## src/rtl/spool_chunk_filter_defines.svh

```systemverilog
// Assertion macros shared by the spool chunk filter RTL.
`ifndef SPOOL_CHUNK_FILTER_DEFINES_SVH
`define SPOOL_CHUNK_FILTER_DEFINES_SVH

// Consequent must hold in the same cycle as the antecedent.
`define SCF_ASSERT_NOW(lbl, ante, cons, msg) \
  lbl: assert property (@(posedge clk) disable iff (rst) (ante) |-> (cons)) else $error(msg);

// Consequent must hold in the cycle after the antecedent.
`define SCF_ASSERT_NEXT(lbl, ante, cons, msg) \
  lbl: assert property (@(posedge clk) disable iff (rst) (ante) |=> (cons)) else $error(msg);

`endif

```

## src/rtl/scf_pkg.sv

```systemverilog
// Shared types and constants of the spool chunk filter.
package scf_pkg;

  localparam int COUNT_BITS     = 24;
  localparam int QUEUE_DEPTH    = 4;
  localparam int QUEUE_PTR_BITS = $clog2(QUEUE_DEPTH);
  localparam int QUEUE_CNT_BITS = $clog2(QUEUE_DEPTH + 1);

  localparam logic [31:0] CMD_MASK      = 32'hf000_0000;
  localparam logic [31:0] END_MODEL0    = 32'hffff_fff3;
  localparam logic [31:0] END_MODEL1    = 32'hffff_fff7;
  localparam logic [31:0] END_MODEL2_A  = 32'hffff_fff8;
  localparam logic [31:0] END_MODEL2_B  = 32'hffff_fff4;
  localparam logic [31:0] SKIP_LOW      = 32'hffff_ffeb;
  localparam logic [31:0] SKIP_HIGH     = 32'hffff_ffef;
  localparam logic [31:0] SKIP_EXTRA    = 32'hffff_fff5;
  localparam logic [7:0]  ESC_BYTE      = 8'h1b;
  localparam logic [7:0]  COPIES_TAG    = 8'hee;
  localparam logic [COUNT_BITS-1:0] PATCH_OFS_COMPACT = COUNT_BITS'(8);
  localparam logic [COUNT_BITS-1:0] PATCH_OFS_OTHER   = COUNT_BITS'(12);
  localparam logic [27:0] SKIP_ARG_LEN  = 28'd4;

  typedef enum logic [1:0] {
    MODEL_PHOTO   = 2'd0,
    MODEL_COMPACT = 2'd1,
    MODEL_MEDICAL = 2'd2,
    MODEL_NONE    = 2'd3
  } scf_model_t;

  typedef enum logic [1:0] {
    KIND_HEADER  = 2'd0,
    KIND_PAYLOAD = 2'd1,
    KIND_DONE    = 2'd2,
    KIND_EMPTY   = 2'd3
  } scf_kind_t;

  typedef enum logic {
    REG_PRINTER_MODEL = 1'b0,
    REG_COPIES_VALUE  = 1'b1
  } scf_reg_t;

  // One queue entry: up to four result beats of the same kind.
  typedef struct packed {
    logic [3:0][7:0] data;
    scf_kind_t       kind;
    logic [1:0]      last_idx;
  } scf_entry_t;

endpackage

```

## src/rtl/spool_chunk_filter.sv

```systemverilog
// A result beat passes through a queue slot register and then the output register.
// One input beat is taken per cycle while the queue is not full; a chunk header gives four result
// beats in one entry of a four-entry queue between front and back; the output port gives one beat
// a cycle while out_stall is low. Input stalls only while that queue is full.
// Reset (synchronous, rst high) clears all job state, sets printer_model to 0 and
// copies_value to 1; no clearing pass follows.
module spool_chunk_filter (
  input  logic        clk,
  input  logic        rst,
  input  logic        psel,
  input  logic        penable,
  input  logic        pwrite,
  input  logic [2:0]  paddr,
  input  logic [31:0] pwdata,
  output logic [31:0] prdata,
  output logic        pready,
  input  logic        in_valid,
  output logic        in_stall,
  input  logic [7:0]  in_byte,
  input  logic        end_of_input,
  output logic        out_valid,
  input  logic        out_stall,
  output logic [7:0]  out_byte,
  output logic [1:0]  byte_kind,
  output logic        last
);

  logic [1:0] printer_model;
  logic [7:0] copies_value;
  logic       cfg_write;

  logic                q_full, q_empty, q_push, q_pop;
  scf_pkg::scf_entry_t q_in, q_head;

  assign pready    = 1'b1;
  assign cfg_write = psel && penable && pwrite;

  always_ff @(posedge clk) begin
    if (rst) begin
      printer_model <= 2'd0;
      copies_value  <= 8'd1;
    end else if (cfg_write) begin
      case (scf_pkg::scf_reg_t'(paddr[2]))
        scf_pkg::REG_PRINTER_MODEL: printer_model <= pwdata[1:0];
        scf_pkg::REG_COPIES_VALUE:  copies_value  <= pwdata[7:0];
        default:                    printer_model <= printer_model;
      endcase
    end
  end

  always_comb begin
    case (scf_pkg::scf_reg_t'(paddr[2]))
      scf_pkg::REG_PRINTER_MODEL: prdata = 32'(printer_model);
      scf_pkg::REG_COPIES_VALUE:  prdata = 32'(copies_value);
      default:                    prdata = '0;
    endcase
  end

  scf_front u_front (
    .clk           (clk),
    .rst           (rst),
    .printer_model (printer_model),
    .copies_value  (copies_value),
    .in_valid      (in_valid),
    .in_stall      (in_stall),
    .in_byte       (in_byte),
    .end_of_input  (end_of_input),
    .q_full        (q_full),
    .push          (q_push),
    .entry         (q_in)
  );

  scf_queue u_queue (
    .clk        (clk),
    .rst        (rst),
    .push       (q_push),
    .push_entry (q_in),
    .full       (q_full),
    .pop        (q_pop),
    .empty      (q_empty),
    .head       (q_head)
  );

  scf_back u_back (
    .clk       (clk),
    .rst       (rst),
    .q_empty   (q_empty),
    .head      (q_head),
    .pop       (q_pop),
    .out_valid (out_valid),
    .out_stall (out_stall),
    .out_byte  (out_byte),
    .byte_kind (byte_kind),
    .last      (last)
  );

endmodule

```

## src/rtl/scf_front.sv

```systemverilog
// Front end: parses headers, tracks payloads and patches, builds queue entries.
`include "spool_chunk_filter_defines.svh"

module scf_front (
  input  logic                clk,
  input  logic                rst,
  input  logic [1:0]          printer_model,
  input  logic [7:0]          copies_value,
  input  logic                in_valid,
  output logic                in_stall,
  input  logic [7:0]          in_byte,
  input  logic                end_of_input,
  input  logic                q_full,
  output logic                push,
  output scf_pkg::scf_entry_t entry
);

  localparam int CB = scf_pkg::COUNT_BITS;

  logic [31:0]   header_shift, header_shift_next;
  logic [1:0]    header_count, header_count_next;
  logic [27:0]   bytes_remaining, bytes_remaining_next;
  logic          keep_chunk, keep_chunk_next;
  logic [1:0]    payload_position, payload_position_next;
  logic          first_was_escape, first_was_escape_next;
  logic [CB-1:0] chunk_start_count, chunk_start_count_next;
  logic [CB-1:0] kept_count, kept_count_next;
  logic [CB-1:0] patch_target, patch_target_next;
  logic          patch_armed, patch_armed_next;
  logic          job_stopped, job_stopped_next;

  logic          accept;
  logic [31:0]   word;
  logic [CB-1:0] arm_target;
  logic [CB-1:0] patch_dist;
  logic          is_end, is_skip;
  logic          pay_armed;
  logic [CB-1:0] pay_target;
  logic          pay_hit;
  scf_pkg::scf_kind_t status_kind;

  assign in_stall = q_full;
  assign accept   = in_valid && !q_full;
  assign word     = {in_byte, header_shift[31:8]};

  assign arm_target = chunk_start_count +
      ((printer_model == scf_pkg::MODEL_COMPACT) ? scf_pkg::PATCH_OFS_COMPACT
                                                 : scf_pkg::PATCH_OFS_OTHER);
  assign patch_dist  = patch_target - kept_count;
  assign status_kind = (kept_count != '0) ? scf_pkg::KIND_DONE : scf_pkg::KIND_EMPTY;

  always_comb begin
    case (printer_model)
      scf_pkg::MODEL_PHOTO:   is_end = (word == scf_pkg::END_MODEL0);
      scf_pkg::MODEL_COMPACT: is_end = (word == scf_pkg::END_MODEL1);
      scf_pkg::MODEL_MEDICAL: is_end = (word == scf_pkg::END_MODEL2_A) ||
                                       (word == scf_pkg::END_MODEL2_B);
      default:                is_end = 1'b0;
    endcase
  end

  assign is_skip = ((word >= scf_pkg::SKIP_LOW) && (word <= scf_pkg::SKIP_HIGH)) ||
                   (word == scf_pkg::SKIP_EXTRA);

  // Arming on the second payload byte takes effect before that byte is kept.
  always_comb begin
    pay_armed  = patch_armed;
    pay_target = patch_target;
    if (payload_position == 2'd1 && first_was_escape && in_byte == scf_pkg::COPIES_TAG) begin
      pay_armed  = 1'b1;
      pay_target = arm_target;
    end
  end
  assign pay_hit = pay_armed && (kept_count == pay_target);

  always_comb begin
    header_shift_next      = header_shift;
    header_count_next      = header_count;
    bytes_remaining_next   = bytes_remaining;
    keep_chunk_next        = keep_chunk;
    payload_position_next  = payload_position;
    first_was_escape_next  = first_was_escape;
    chunk_start_count_next = chunk_start_count;
    kept_count_next        = kept_count;
    patch_target_next      = patch_target;
    patch_armed_next       = patch_armed;
    job_stopped_next       = job_stopped;
    push                   = 1'b0;
    entry                  = '0;

    if (accept) begin
      if (end_of_input) begin
        if (!job_stopped) begin
          push       = 1'b1;
          entry.kind = status_kind;
        end
        header_shift_next      = '0;
        header_count_next      = '0;
        bytes_remaining_next   = '0;
        keep_chunk_next        = 1'b0;
        payload_position_next  = '0;
        first_was_escape_next  = 1'b0;
        chunk_start_count_next = '0;
        kept_count_next        = '0;
        patch_target_next      = '0;
        patch_armed_next       = 1'b0;
        job_stopped_next       = 1'b0;
      end else if (job_stopped) begin
        push = 1'b0;
      end else if (bytes_remaining != '0) begin
        if (payload_position == 2'd0) begin
          first_was_escape_next = (in_byte == scf_pkg::ESC_BYTE);
          payload_position_next = 2'd1;
        end else if (payload_position == 2'd1) begin
          payload_position_next = 2'd2;
        end
        patch_armed_next  = pay_armed;
        patch_target_next = pay_target;
        if (keep_chunk) begin
          push          = 1'b1;
          entry.kind    = scf_pkg::KIND_PAYLOAD;
          entry.data[0] = pay_hit ? copies_value : in_byte;
          if (pay_hit) begin
            patch_armed_next = 1'b0;
          end
          kept_count_next = kept_count + CB'(1);
        end
        bytes_remaining_next = bytes_remaining - 28'd1;
      end else begin
        header_shift_next = word;
        if (header_count != 2'd3) begin
          header_count_next = header_count + 2'd1;
        end else begin
          header_count_next = '0;
          if ((word & scf_pkg::CMD_MASK) != '0) begin
            if (is_end) begin
              push             = 1'b1;
              entry.kind       = status_kind;
              job_stopped_next = 1'b1;
            end else if (is_skip) begin
              bytes_remaining_next   = scf_pkg::SKIP_ARG_LEN;
              keep_chunk_next        = 1'b0;
              payload_position_next  = '0;
              first_was_escape_next  = 1'b0;
              chunk_start_count_next = kept_count;
            end
          end else begin
            push           = 1'b1;
            entry.kind     = scf_pkg::KIND_HEADER;
            entry.last_idx = 2'd3;
            entry.data     = word;
            // Patch the header byte that lands on the target, if any.
            if (patch_armed && patch_dist[CB-1:2] == '0) begin
              entry.data[patch_dist[1:0]] = copies_value;
              patch_armed_next            = 1'b0;
            end
            kept_count_next        = kept_count + CB'(4);
            bytes_remaining_next   = word[27:0];
            keep_chunk_next        = 1'b1;
            payload_position_next  = '0;
            first_was_escape_next  = 1'b0;
            chunk_start_count_next = kept_count + CB'(4);
          end
        end
      end
    end
  end

  always_ff @(posedge clk) begin
    if (rst) begin
      header_shift      <= '0;
      header_count      <= '0;
      bytes_remaining   <= '0;
      keep_chunk        <= 1'b0;
      payload_position  <= '0;
      first_was_escape  <= 1'b0;
      chunk_start_count <= '0;
      kept_count        <= '0;
      patch_target      <= '0;
      patch_armed       <= 1'b0;
      job_stopped       <= 1'b0;
    end else begin
      header_shift      <= header_shift_next;
      header_count      <= header_count_next;
      bytes_remaining   <= bytes_remaining_next;
      keep_chunk        <= keep_chunk_next;
      payload_position  <= payload_position_next;
      first_was_escape  <= first_was_escape_next;
      chunk_start_count <= chunk_start_count_next;
      kept_count        <= kept_count_next;
      patch_target      <= patch_target_next;
      patch_armed       <= patch_armed_next;
      job_stopped       <= job_stopped_next;
    end
  end

  `SCF_ASSERT_NOW(a_hdr_not_in_payload, header_count != 2'd0, bytes_remaining == '0, "header count moved during payload")
  `SCF_ASSERT_NOW(a_stopped_hdr_idle, job_stopped, header_count == 2'd0 && bytes_remaining == '0, "stopped job holds parse state")

endmodule

```

## src/rtl/scf_queue.sv

```systemverilog
// Short register queue of result entries between front and back.
`include "spool_chunk_filter_defines.svh"

module scf_queue (
  input  logic                clk,
  input  logic                rst,
  input  logic                push,
  input  scf_pkg::scf_entry_t push_entry,
  output logic                full,
  input  logic                pop,
  output logic                empty,
  output scf_pkg::scf_entry_t head
);

  localparam int PB = scf_pkg::QUEUE_PTR_BITS;
  localparam int NB = scf_pkg::QUEUE_CNT_BITS;

  scf_pkg::scf_entry_t slots [scf_pkg::QUEUE_DEPTH];
  logic [PB-1:0] wr_ptr, rd_ptr;
  logic [NB-1:0] count;

  assign full  = (count == NB'(scf_pkg::QUEUE_DEPTH));
  assign empty = (count == '0);
  assign head  = slots[rd_ptr];

  always_ff @(posedge clk) begin
    if (push) begin
      slots[wr_ptr] <= push_entry;
    end
  end

  always_ff @(posedge clk) begin
    if (rst) begin
      wr_ptr <= '0;
      rd_ptr <= '0;
      count  <= '0;
    end else begin
      if (push) begin
        wr_ptr <= wr_ptr + PB'(1);
      end
      if (pop) begin
        rd_ptr <= rd_ptr + PB'(1);
      end
      case ({push, pop})
        2'b10:   count <= count + NB'(1);
        2'b01:   count <= count - NB'(1);
        default: count <= count;
      endcase
    end
  end

  `SCF_ASSERT_NOW(a_no_push_full, push, !full, "push into full queue")
  `SCF_ASSERT_NOW(a_no_pop_empty, pop, !empty, "pop from empty queue")
  `SCF_ASSERT_NEXT(a_push_fills, push && !pop && !full, !empty, "pushed entry lost")

endmodule

```

## src/rtl/scf_back.sv

```systemverilog
// Back end: walks queue entries beat by beat into the output register.
`include "spool_chunk_filter_defines.svh"

module scf_back (
  input  logic                clk,
  input  logic                rst,
  input  logic                q_empty,
  input  scf_pkg::scf_entry_t head,
  output logic                pop,
  output logic                out_valid,
  input  logic                out_stall,
  output logic [7:0]          out_byte,
  output logic [1:0]          byte_kind,
  output logic                last
);

  logic [1:0] idx;
  logic       load;
  logic       at_end;

  assign load   = !out_valid || !out_stall;
  assign at_end = (idx == head.last_idx);
  assign pop    = load && !q_empty && at_end;

  always_ff @(posedge clk) begin
    if (rst) begin
      out_valid <= 1'b0;
      idx       <= '0;
    end else if (load) begin
      out_valid <= !q_empty;
      if (!q_empty) begin
        idx <= at_end ? 2'd0 : idx + 2'd1;
      end
    end
  end

  // Payload of the output register; hold while stalled.
  always_ff @(posedge clk) begin
    if (load && !q_empty) begin
      out_byte  <= head.data[idx];
      byte_kind <= head.kind;
      last      <= at_end;
    end
  end

  `SCF_ASSERT_NOW(a_mid_entry_head, idx != 2'd0, !q_empty, "entry left while beats remain")

endmodule
```

## config.mk

```make
export PLATFORM = sky130hd
export DESIGN_NAME = spool_chunk_filter
export DESIGN_NICKNAME = d
export VERILOG_FILES = /design/src/rtl/scf_pkg.sv /design/src/rtl/spool_chunk_filter.sv /design/src/rtl/scf_front.sv /design/src/rtl/scf_queue.sv /design/src/rtl/scf_back.sv
export VERILOG_INCLUDE_DIRS = /design/src /design/src/rtl
export SDC_FILE = /design/constraint.sdc
export NUM_CORES = 1
export LEC_CHECK = 0
export BUFFER_PORTS_ARGS = -buffer_cell sky130_fd_sc_hd__buf_2
export CAP_MARGIN = 25
export CORE_ASPECT_RATIO = 1.4
export CORE_UTILIZATION = 60
export DETAILED_ROUTE_END_ITERATION = 10
export PLACE_DENSITY = 0.79
export RECOVER_POWER = 25
export SYNTH_ARGS = -nofsm -noshare
export SYNTH_HDL_FRONTEND = slang
export SYNTH_SLANG_ARGS = --single-unit
```

## constraint.sdc

```tcl
create_clock -name clk -period 8.7 [get_ports clk]
set_input_delay 1.74 -clock clk [delete_from_list [all_inputs] [get_ports clk]]
set_output_delay 1.74 -clock clk [all_outputs]
set_load 0.02 [all_outputs]
```

==> Word level (Yosys, flattened, before mapping) <==
Memories as Yosys holds them, arrays and structs flattened. A register that Yosys moved wholly into a read port is not among the register bits.
Index checks and enable logic that the tools add are counted.
{ "word_totals": {"n_memories": 1, "ramBits": 144, "regBits": 171, "out_inout_bits": 46, "word_cells": 215} }
{ "mem_list": {"columns": ["name", "depth", "word_bits", "read_ports", "rd_ports_with_merged_regs", "wr", "line", "text"], "rows": [
  ["u_queue.slots", 4, 36, 1, 1, 1, "scf_queue.sv:18", "scf_pkg::scf_entry_t slots [scf_pkg::QUEUE_DEPTH];"]
]} }
{ "classes": {"mux": 108, "magnitude_cmp": 5, "bitwise": 2, "n_reduce_logical": 39, "eq_ne": 28, "n_addsub": 11} }
{ "op_table": {"columns": ["op", "n"], "rows": [
  ["two-way mux 24 bit", 18],
  ["two-way mux 28 bit", 7],
  ["two-way mux 32 bit", 6],
  ["== test 32 bit, second input constant", 5],
  ["two-way mux 36 bit", 3],
  ["case mux 32 bit (2 select lines)", 1],
  ["two-way mux 2 bit", 23],
  ["two-way mux 1 bit", 39],
  ["bitwise mux 32 bit", 1],
  ["greater-or-equal comparator 32 bit, second input constant", 1],
  ["<= comparator 32 bit, second input constant", 1],
  ["nonzero test 32 bit", 1],
  ["nonzero test 28 bit", 1],
  ["subtractor 28 x 1 -> 28 bit, second input constant", 1],
  ["adder 24 x 1 -> 24 bit, second input constant", 1],
  ["adder 24 bit", 1],
  ["adder 24 x 3 -> 24 bit, second input constant", 1],
  ["== test 24 bit", 1],
  ["two-way mux 8 bit", 3],
  ["nonzero test 24 bit", 1],
  ["subtractor 24 bit", 1],
  ["zero test 22 bit", 1],
  ["two-way mux 10 bit", 2],
  ["AND reduction 6 bit", 3],
  ["other kinds (33)", 70]
]} }

==> Depth between registers and ports, before layout <==
Gate-level depths: netlist of the first run.
{ "depth": {"ltp_word": 13, "mapped_depth": 16, "ltp_nobuf": 16} }

==> Cells and area by module <==
From an unflattened synthesis of the first run, not the netlist that was laid out.
{ "hier_totals": {"hier_cells": 1851, "area_unflattened_um2": 17772.0} }
{ "by_module_without_submodules": {"columns": ["mod", "instances", "area_per_inst_um2", "cells_per_inst", "seq_area_each_um2"], "rows": [
  ["scf_front", 1, 10645.2, 1494, 2642.5],
  ["scf_queue", 1, 5683.0, 235, 4504.3],
  ["spool_chunk_filter", 1, 739.5, 80, 200.2],
  ["scf_back", 1, 704.4, 42, 390.4]
]} }

==> Least setup slack after synthesis of the first run <==
No wires, ideal clock.
{ "synth_timing": {"path_type": "input to register", "startpoint": "input port in_byte[0]", "endpoint": "memory u_queue.slots[0][10] in the netlist's numbering, data pin", "setup_ns": 0.272, "path_slack_ns": 4.155, "arrival_ns": 4.273, "stages": 10, "required_time_ns": 8.428, "path_cell_list": "nor4bb_1 > and4_1 > clkbuf_1 > a31oi_1 > xnor2_1 > or4b_4 > nor4_4 > nand4_4 > mux2i_1 > a311o_1"} }
{ "synth_rtl": {"columns": ["item", "line", "text"], "rows": [
  ["start: declaration", "spool_chunk_filter.sv:19", "input logic [7:0] in_byte,"],
  ["end: declaration", "scf_queue.sv:18", null]
]} }

==> Worst setup path in the final report of the first run <==
{ "layout_timing": {"startpoint": "input port rst", "endpoint": "register u_back.idx[1]"} }
{ "layout_rtl": {"columns": ["item", "line", "text"], "rows": [
  ["start: declaration", "spool_chunk_filter.sv:9", "input logic rst,"],
  ["end signal: assignment", "scf_back.sv:32", "idx <= at_end ? 2'd0 : idx + 2'd1;"],
  ["end: declaration", "scf_back.sv:17", "logic [1:0] idx;"]
]} }
No word-level cell between the ends.

==> impl_metrics.ini, run 1 <==
[timing]
max-slew-margin-rel_pct = -130
fin_crit_ps = 6430
hold_slack_ps = 471
hold_violations = 0
slew_viol_final = 177
highest_achievable_clock_rate_mhz = 155
post-route-worst-setup-slack_ps = 2270
setup_viol = 0
layout_worst_path_cycle_share_pct = 74.0
tns_ps = 0
finClkSkew_ps = 10.0
rsz0062_at_grt = no
tightest_slew_ps = 3450

[setup_path]
worstSetupEndpointType = flip-flop
setup_cp_type = in2reg
crit_path_max_incr_delay_ps = 2540
cp-start-kind = input pin
critPathRequiredTime_ps = 8990
critical_path_peak_fanout = 72
worst_path_max_delay_cell = sky130_fd_sc_hd__clkbuf_1
critical_path.cell_chain = clkbuf_1 -> clkbuf_1 -> nor2_1
path_common_cell = sky130_fd_sc_hd__clkbuf_1
crit_path_leading_delay_family = buffers and inverters
cp_num_buf_inv = 2
cp.arrival_ps = 6720

[placement]
gpl.final_weighted_congestion = 0.946
dpl_ws_ps = 3000
dpl.hpwl_mm = 34.1
quantity_of_i_o_buffers_inserted_on_ports = 45

[run_status]
failed_checks = max-capacitance violations, max-slew violations
outcome = finished, violations left

[global_routing]
grt_max_degree = 73
grt_overflow = 0
grt_pass1_vias = 13514
gr-usage-all-layers_pct = 34.2
antenna_found_initial = 2
grt_pass1_wl_mm = 75.9

[power_and_ir_drop]
power_leakage_nw = 6.26
irDropWorstVdd_mv = 0.150
power_per_standard_cell_area_nw_per_um2 = 244

[yosys]
synth_commonest_cells = sky130_fd_sc_hd__nor2_1, sky130_fd_sc_hd__a21oi_1, sky130_fd_sc_hd__dfxtp_1, sky130_fd_sc_hd__edfxtp_1, sky130_fd_sc_hd__nand2_1
synth-seq-cells = 305
synth_edf_count = 151
synth.top_cells.by_area = sky130_fd_sc_hd__edfxtp_1, sky130_fd_sc_hd__dfxtp_1, sky130_fd_sc_hd__mux4_2
seq_area_frac_synth_pct = 44.7
synthesis.area_per_instance_um2 = 9.50
synthesized_instance_count = 1794
synth.lib_cells_used.distinct = 96
synth_ff_type = sky130_fd_sc_hd__dfxtp_1
synth_largest_area_cell = sky130_fd_sc_hd__edfxtp_1
yosys_warnings = 0
yosys.area.top_type_share_pct = 26.6
asyncSetResetFlopFracSynth_pct = 0
syn-cell-area_um2 = 17000
synthMostInstantiatedCell = sky130_fd_sc_hd__nor2_1

[cts]
cts_tree = done
cts-htree-levels = 1
post_cts_setup_repair_bufs = 0
clk_root_buffer_cell = sky130_fd_sc_hd__clkbuf_16
cts_inserted_buffers = 29
cts-root-to-sink-buffers = 3
insertion_delay_ps = 570
cts_sinks = 305
clk_pin_slew_worst_paths_ps = 60
cts_repair_resizes = 0
cts_hold_repair.buffers = 0

[die]
floorplan_die_area_um2 = 29100
design.core.area_um2 = 27700
ios = 97
floorplan.die.width_um = 144
floorplan.rows = 72
initial_core_util_pct = 61.4
dieHeight_um = 201

[job]
max_cap_violations = 3

[detailed_routing]
drc = 0
drt_pass1_iterations = 8
number_of_vias_in_the_routed_layout = 14244
route.detailed.wl_per_inst_um = 22.9
final_antenna_net_count = 0
routed_wl_mm = 49.4
detailedRoute.firstIterationViolations = 1609
post_drt_via_cell_ratio = 6.59

[finish]
utilization_pct = 65.2
area_delta_synth_final_pct = 6.19
drive_gt1_share_pct = 8.78
finish.net_count = 1856

[min_path]
type_of_the_worst_min_delay_path = reg2reg
==> placed cells by master (no fill, tap or decap), types with 9 or more instances in the layout <==
cell	Yosys	final
sky130_fd_sc_hd__o22ai_1	14	14
sky130_fd_sc_hd__xnor2_1	63	63
sky130_fd_sc_hd__a211oi_1	13	13
sky130_fd_sc_hd__ha_1	36	36
sky130_fd_sc_hd__o21ai_0	78	77
sky130_fd_sc_hd__a21oi_1	172	172
sky130_fd_sc_hd__and2_1	22	19
sky130_fd_sc_hd__nand3_1	56	56
sky130_fd_sc_hd__inv_1	56	56
sky130_fd_sc_hd__clkbuf_16	0	29
sky130_fd_sc_hd__dfxtp_1	154	154
sky130_fd_sc_hd__xor2_1	20	20
sky130_fd_sc_hd__and3_1	13	13
sky130_fd_sc_hd__or3_1	12	12
sky130_fd_sc_hd__a311o_1	9	9
sky130_fd_sc_hd__mux4_2	43	43
sky130_fd_sc_hd__conb_1	2	25
sky130_fd_sc_hd__nand4_1	23	23
sky130_fd_sc_hd__mux2i_1	19	19
sky130_fd_sc_hd__a22oi_1	45	45
sky130_fd_sc_hd__nor4_1	31	29
sky130_fd_sc_hd__buf_4	26	14
sky130_fd_sc_hd__nand2_1	139	139
sky130_fd_sc_hd__nor3_1	76	78
sky130_fd_sc_hd__a31oi_1	17	17
sky130_fd_sc_hd__o211ai_1	9	9
sky130_fd_sc_hd__or4_1	10	10
sky130_fd_sc_hd__a21o_1	12	12
sky130_fd_sc_hd__and4_1	10	10
sky130_fd_sc_hd__edfxtp_1	151	151
sky130_fd_sc_hd__nor2_1	212	212
sky130_fd_sc_hd__clkbuf_1	96	29
sky130_fd_sc_hd__buf_2	1	28
==> where the power goes <==
part | internal (mW) | switching [mW] | total (mW)
registers | 1.70 | 0.123 | 1.82
logic | 0.489 | 0.826 | 1.32
clock network | 0.718 | 0.554 | 1.27
total | 2.91 | 1.50 | 4.41
==> per-layer routing <==
layer  GRT usage (%)  vias up  part of all wire [%]
li1                -     6519                     -
met1            39.9     6803                    36
met3            4.07      201                   6.7
met5               0        -                 0.028
met4            20.5        2                   6.3
met2            59.2      719                    51
==> flip-flops by register name (all words and copies together), names as in the netlist, 3 cells and up, named ones only <==
signal                     cells
copies_value                   8
u_back.out_byte                8
u_front.bytes_remaining       28
u_front.chunk_start_count     24
u_front.header_shift          24
u_front.kept_count            24
u_front.patch_target          24
u_queue.count                  3
u_queue.slots                140
==> cells by family after synthesis <==
logic type	share of synthesized area (%)
fa+ha+maj	2.88
xor+xnor	4.53
buf+inv	5.75
simple gates	18.9
mux	6.99
flops	44.7
compound gates	16.3
other cells	0.0441
==> layout make-up <==
cell class	count	area (µm²)
clock inverter	15	150
antenna	3	7.51
multi-input combinational	1309	8540
tap	370	463
timing repair buffer	64	328
inverter	58	218
clock buffer	38	779
sequential	305	7620
fill	2284	9650
==> final timing paths <==
path,end,startpoint,slack (ps),cells after the start
setup / recovery,u_back.idx[1],rst,2270,3
hold / removal,u_back.out_valid,u_back.out_valid,470,2
setup reg to reg,u_front.chunk_start_count[20],u_front.bytes_remaining[0],3200,10
hold reg to reg,u_back.out_valid,u_back.out_valid,470,2
==> tightest hold or removal path: stages (launching register included) <==
cell and delay [ps]:
sky130_fd_sc_hd__dfxtp_1 320, sky130_fd_sc_hd__nand2_1 60, sky130_fd_sc_hd__a21oi_1 50
==> through the flow <==
step	total power, mW	area (µm²)	instances
after CTS	4.43	18100	2158
after global placement	3.11	17200	2105
after floorplan	2.82	17100	1817
final	4.41	18100	2162
after detailed placement	3.15	17200	2105
after global routing	4.62	18100	2159
Power figures use the tool's default switching activity.
==> inputs of run 2 (changes only) <==
--- a/config.mk
+++ b/config.mk
@@ -9,9 +9,9 @@
 export BUFFER_PORTS_ARGS = -buffer_cell sky130_fd_sc_hd__buf_2
 export CAP_MARGIN = 25
 export CORE_ASPECT_RATIO = 1.4
-export CORE_UTILIZATION = 60
+export CORE_UTILIZATION = 56
 export DETAILED_ROUTE_END_ITERATION = 10
-export PLACE_DENSITY = 0.79
+export PLACE_DENSITY = 0.77
 export RECOVER_POWER = 25
 export SYNTH_ARGS = -nofsm -noshare
 export SYNTH_HDL_FRONTEND = slang
==> constraint.sdc (replaced) <==
create_clock -name clk -period 5.8 [get_ports clk]
set_input_delay 1.16 -clock clk [delete_from_list [all_inputs] [get_ports clk]]
set_output_delay 1.16 -clock clk [all_outputs]
set_load 0.02 [all_outputs]
==> run 2 against run 1 <==
The run still ends with max-capacitance violations, max-slew violations left; setup slack worse by 1300 ps; critical endpoint is now u_queue.slots[0][15]; largest cell class unchanged; clock skew up 16 ps; final area up 1.0%; combinational power up 51%; non-clock buffer count up 11; wire length up 1.3%; highest routed layer unchanged; first-iteration DRC count down 3.1%.
==> impl_metrics.ini, run 2 (same netlist as run 1, synthesis figures left out) <==
[finish]
filler_cell_count = 2474
area_delta_synth_final_pct = 7.28
final_cell_count_no_fill = 2187
layout_commonest_cell = sky130_fd_sc_hd__nor2_1
largest_reg_flops = 140
layout_common_cells = sky130_fd_sc_hd__nor2_1, sky130_fd_sc_hd__a21oi_1, sky130_fd_sc_hd__dfxtp_1
finish.net_count = 1868
multiInputGateArea_um2 = 8550
drive_gt1_share_pct = 9.83
biggestRegsByFlops = u_queue.slots x140, u_front.bytes_remaining x28
area.sequential_um2 = 7620
largest_register = u_queue.slots

[timing]
fin_crit_ps = 4860
tns_ps = 0
hold_violations = 0
post-route-worst-setup-slack_ps = 944
max-slew-margin-rel_pct = -112
slew_viol_final = 69
finClkSkew_ps = 25.9
highest_achievable_clock_rate_mhz = 206
rsz0062_at_grt = no
layout_worst_path_cycle_share_pct = 83.7
tightest_slew_ps = 3180
setup_viol = 0

[power_and_ir_drop]
power_mw = 6.73
power_per_standard_cell_area_nw_per_um2 = 368
power_leakage_nw = 6.35
irDropWorstVdd_mv = 0.271

[job]
max_cap_violations = 1

[die]
dieHeight_um = 208
initial_core_util_pct = 56.9
design.core.area_um2 = 29900
ios = 97
floorplan.die.width_um = 149
floorplan_die_area_um2 = 31200
floorplan.rows = 75

[setup_path]
critPathRequiredTime_ps = 6060
setup_cp_type = reg2reg
cp.arrival_ps = 5120
cp-start-kind = flip-flop
critical_path.cell_chain = inv_1 -> ha_1 -> nand2_1 -> a211o_1 -> a31oi_1 -> a31o_2 -> a31oi_1 -> o221ai_1 -> nand4b_1 -> o21ai_0 -> a21oi_1
timing.reg2reg.setup_slack_ps = 940
cp_num_buf_inv = 1
critical_path_peak_fanout = 8
crit_path_max_incr_delay_ps = 710
worstSetupEndpointType = flip-flop
crit_path_leading_delay_family = compound AO/OA/AOI/OAI gates
path_common_cell = sky130_fd_sc_hd__a31oi_1
worst_path_max_delay_cell = sky130_fd_sc_hd__o21ai_0

[placement]
gpl.final_weighted_congestion = 0.924
placed_cell_count = 2131
dpl_ws_ps = 967
dpl.hpwl_mm = 35.5
quantity_of_i_o_buffers_inserted_on_ports = 45

[global_routing]
grt_overflow = 0
grt_pass1_vias = 13475
antenna_found_initial = 2
grt_pass1_wl_mm = 76.3
gr-usage-all-layers_pct = 32.1
grt_max_degree = 72

[cts]
cts-htree-levels = 1
cts_hold_repair.buffers = 0
insertion_delay_ps = 590
cts_repair_resizes = 0
cts_inserted_buffers = 30
cts_tree = done
cts_sinks = 305
post_cts_setup_repair_bufs = 0
cts-root-to-sink-buffers = 3
clk_root_buffer_cell = sky130_fd_sc_hd__clkbuf_16
clk_pin_slew_worst_paths_ps = 70

[detailed_routing]
drt_pass1_iterations = 6
detailedRoute.firstIterationViolations = 1559
route.detailed.wl_per_inst_um = 22.9
routed_wl_mm = 50.0
drc = 0
final_antenna_net_count = 0
number_of_vias_in_the_routed_layout = 14228
post_drt_via_cell_ratio = 6.51

[run_status]
failed_checks = max-capacitance violations, max-slew violations
outcome = finished, violations left

[min_path]
type_of_the_worst_min_delay_path = reg2reg
[run 2: final timing paths]
kind | cells past startpoint | startpoint | to
max | 11 | u_front.kept_count[4] | u_queue.slots[0][15]
min reg2reg | 2 | u_back.out_valid | u_back.out_valid
min | 2 | u_back.out_valid | u_back.out_valid
max reg2reg | 11 | u_front.kept_count[4] | u_queue.slots[0][15]
[run 2: per-layer routing]
| metal | up-vias | GRT usage (%) | part of all wire [%] |
|---|---|---|---|
| li1 | 6554 | - | - |
| met1 | 6819 | 36.2 | 36 |
| met2 | 670 | 56.3 | 51 |
| met3 | 183 | 3.53 | 5.6 |
| met4 | 2 | 21.7 | 7.1 |
| met5 | - | 0 | 0.018 |
[run 2: cell type report]
type	count	area share [%]
Antenna cell	1	0.0137
Inverter	58	1.19
Tap cell	385	2.63
Clock buffer	33	4.17
Sequential cell	305	41.7
Timing Repair Buffer	75	2.22
Multi-Input combinational cell	1309	46.8
Clock inverter	21	1.37
[run 2: where the power goes]
group | internal, mW | switching [mW] | total (mW)
combinational | 0.735 | 1.25 | 1.99
sequential | 2.55 | 0.180 | 2.73
clock | 1.14 | 0.872 | 2.01
total | 4.42 | 2.30 | 6.73
[run 2: stage by stage]
| step | instance area, µm² | util [%] | hold slack, ps |
|---|---|---|---|
| after floorplan | 17100 | - | 436 |
| after global placement | 17300 | 57.9 | 459 |
| after detailed placement | 17300 | 57.9 | 473 |
| after CTS | 18300 | 61.2 | 490 |
| after global routing | 18300 | 61.1 | 507 |
| final | 18300 | 61.1 | 496 |
[run 2: worst reg2reg max path: cells and delay by family (launching register included)]
| family | cells | cell delay, ps |
|---|---|---|
| buffers and inverters | 1 | 240 |
| AO/OA/AOI/OAI | 7 | 2730 |
| AND/OR/NAND/NOR | 2 | 560 |
| flip-flops | 1 | 540 |
| adder cells (fa/ha/maj) | 1 | 470 |
==> inputs of run 3 (changes only) <==
==> constraint.sdc (replaced) <==
create_clock -name clk -period 4 [get_ports clk]
set_input_delay 0.8 -clock clk [delete_from_list [all_inputs] [get_ports clk]]
set_output_delay 0.8 -clock clk [all_outputs]
set_load 0.02 [all_outputs]
==> run 3 against run 2 <==
The flow still finishes with violations (max-capacitance violations, max-slew violations); wire length grew 11%; core utilization is 3.7 points higher; power grew 48%; register-to-register slack got worse by 840 ps; maximum frequency is 25% higher; critical path depth increased by 5; cell count up 5.5%; global-route usage up 3.5 points.
==> impl_metrics.ini, run 3 (same netlist as run 1, synthesis figures left out) <==
[run_status]
outcome = finished, violations left
failed_checks = max-capacitance violations, max-slew violations

[finish]
layout_common_cells = sky130_fd_sc_hd__nor2_1, sky130_fd_sc_hd__a21oi_1, sky130_fd_sc_hd__dfxtp_1
fin_area_um2 = 19400
area_delta_synth_final_pct = 13.7
finish.net_count = 1987
drive_gt1_share_pct = 16.7
layout_commonest_cell = sky130_fd_sc_hd__nor2_1
utilization_pct = 64.7
n_antenna_cell = 0
largest_reg_flops = 140
biggestRegsByFlops = u_queue.slots x140, u_front.bytes_remaining x28
largest_register = u_queue.slots

[cts]
cts_sinks = 305
insertion_delay_ps = 570
clk_root_buffer_cell = sky130_fd_sc_hd__clkbuf_16
cts_tree = done
cts-root-to-sink-buffers = 3
cts_inserted_buffers = 30
clk_pin_slew_worst_paths_ps = 60
cts-htree-levels = 1

[timing]
max-slew-margin-rel_pct = -46.6
layout_worst_path_cycle_share_pct = 97.5
highest_achievable_clock_rate_mhz = 256
post-route-worst-setup-slack_ps = 100
finClkSkew_ps = 15.9
hold_slack_ps = 471
slew_viol_final = 59
tightest_slew_ps = 2200
fin_crit_ps = 3900
hold_violations = 0
setup_viol = 0

[detailed_routing]
routed_wl_mm = 55.5
route.detailed.wl_per_inst_um = 24.1
drt_pass1_iterations = 7
detailedRoute.firstIterationViolations = 1345
drc = 0
number_of_vias_in_the_routed_layout = 14906
final_antenna_net_count = 0
post_drt_via_cell_ratio = 6.46

[die]
floorplan_die_area_um2 = 31200
floorplan.die.width_um = 149
design.core.area_um2 = 29900
ios = 97
initial_core_util_pct = 56.9
dieHeight_um = 208
floorplan.rows = 75

[power_and_ir_drop]
irDropWorstVdd_mv = 0.389
power_leakage_nw = 6.96
power.sequential.fraction_pct = 39.6
share_clk_of_total_power_pct = 28.9
combinationalPowerShare_pct = 31.5
cell_internal_pwr_mw = 6.53
netSwitchingPower_mw = 3.43
power_per_standard_cell_area_nw_per_um2 = 514
p_sw_share_pct = 34.5

[global_routing]
gr-usage-all-layers_pct = 35.7
grt_pass1_wl_mm = 83.0
antenna_found_initial = 1
grt_max_degree = 55
grt_overflow = 0
grt_pass1_vias = 14265

[setup_path]
cp.arrival_ps = 4180
critPathRequiredTime_ps = 4280
crit_path_max_incr_delay_ps = 650
setup_cp_type = reg2reg
crit_path_leading_delay_family = simple AND/OR/NAND/NOR gates
cp-start-kind = flip-flop
worstSetupEndpointType = flip-flop
critical_path.cell_chain = nand2b_4 -> ha_1 -> buf_6 -> inv_1 -> ha_2 -> nand4b_1 -> or4_4 -> buf_4 -> nor2_2 -> xnor3_1 -> a31o_2 -> o2111a_2 -> nand4_4 -> buf_12 -> mux2i_1 -> a311o_1
critical_path_peak_fanout = 8
worst_path_max_delay_cell = sky130_fd_sc_hd__or4_4
cp_num_buf_inv = 4

[placement]
dpl_ws_ps = -139
dpl.hpwl_mm = 40.8
post_dp_cell_area_um2 = 18300
quantity_of_i_o_buffers_inserted_on_ports = 45
gpl.final_weighted_congestion = 0.989

[min_path]
type_of_the_worst_min_delay_path = in2reg

[job]
max_cap_violations = 2
## run 3: stage by stage
step	power, mW	std cells	TNS (ps)
after floorplan	6.13	1817	0
after global placement	7.04	2247	-5200
after detailed placement	7.12	2247	-3870
after CTS	9.99	2304	0
after global routing	10.4	2307	-1.58
final	9.96	2307	0
## run 3: layer usage
layer	part of all wire [%]	vias up	GRT usage, %
met3	6.0	262	4.76
met2	49	680	60.6
met5	0.016	-	0
met4	9.6	2	29.9
met1	35	7150	39.0
li1	-	6812	-
## run 3: power by group through the flow
stage	clock [mW]	sequential, mW	combinational [mW]
final	2.88	3.95	3.13
after global routing	3.01	4.00	3.40
after CTS	2.90	3.94	3.15
after detailed placement	0	4.00	3.12
after global placement	0	3.97	3.06
after floorplan	0	3.99	2.14
## run 3: worst paths after layout
path	startpoint	endpoint	slack [ps]	cells past startpoint
setup / recovery	printer_model[1]	u_queue.slots[3][11]	100	16
hold / removal	pwdata[4]	copies_value[4]	470	3
setup reg to reg	printer_model[1]	u_queue.slots[3][11]	100	16
hold reg to reg	u_back.out_valid	u_back.out_valid	480	2
## run 3: cell type report
type | instances | area, µm²
Clock buffer | 38 | 822
Clock inverter | 18 | 178
Fill cell | 2445 | 10600
Inverter | 58 | 218
Multi-Input combinational cell | 1309 | 8670
Sequential cell | 305 | 7620
Tap cell | 385 | 482
Timing Repair Buffer | 194 | 1400
## run 3: tightest hold or removal path, cell delays in order
cell	delay, ps
sky130_fd_sc_hd__buf_2	90
sky130_fd_sc_hd__nand2_1	40
sky130_fd_sc_hd__a21oi_1	50
## run 3: what timing repair did
action | in CTS | in global routing
setup endpoints to repair | 36 | 132
gates cloned | 0 | 0
hold buffers | 0 | 0
setup buffers | 1 | 3
gates resized for setup | 6 | 25
pin swaps | 2 | 15
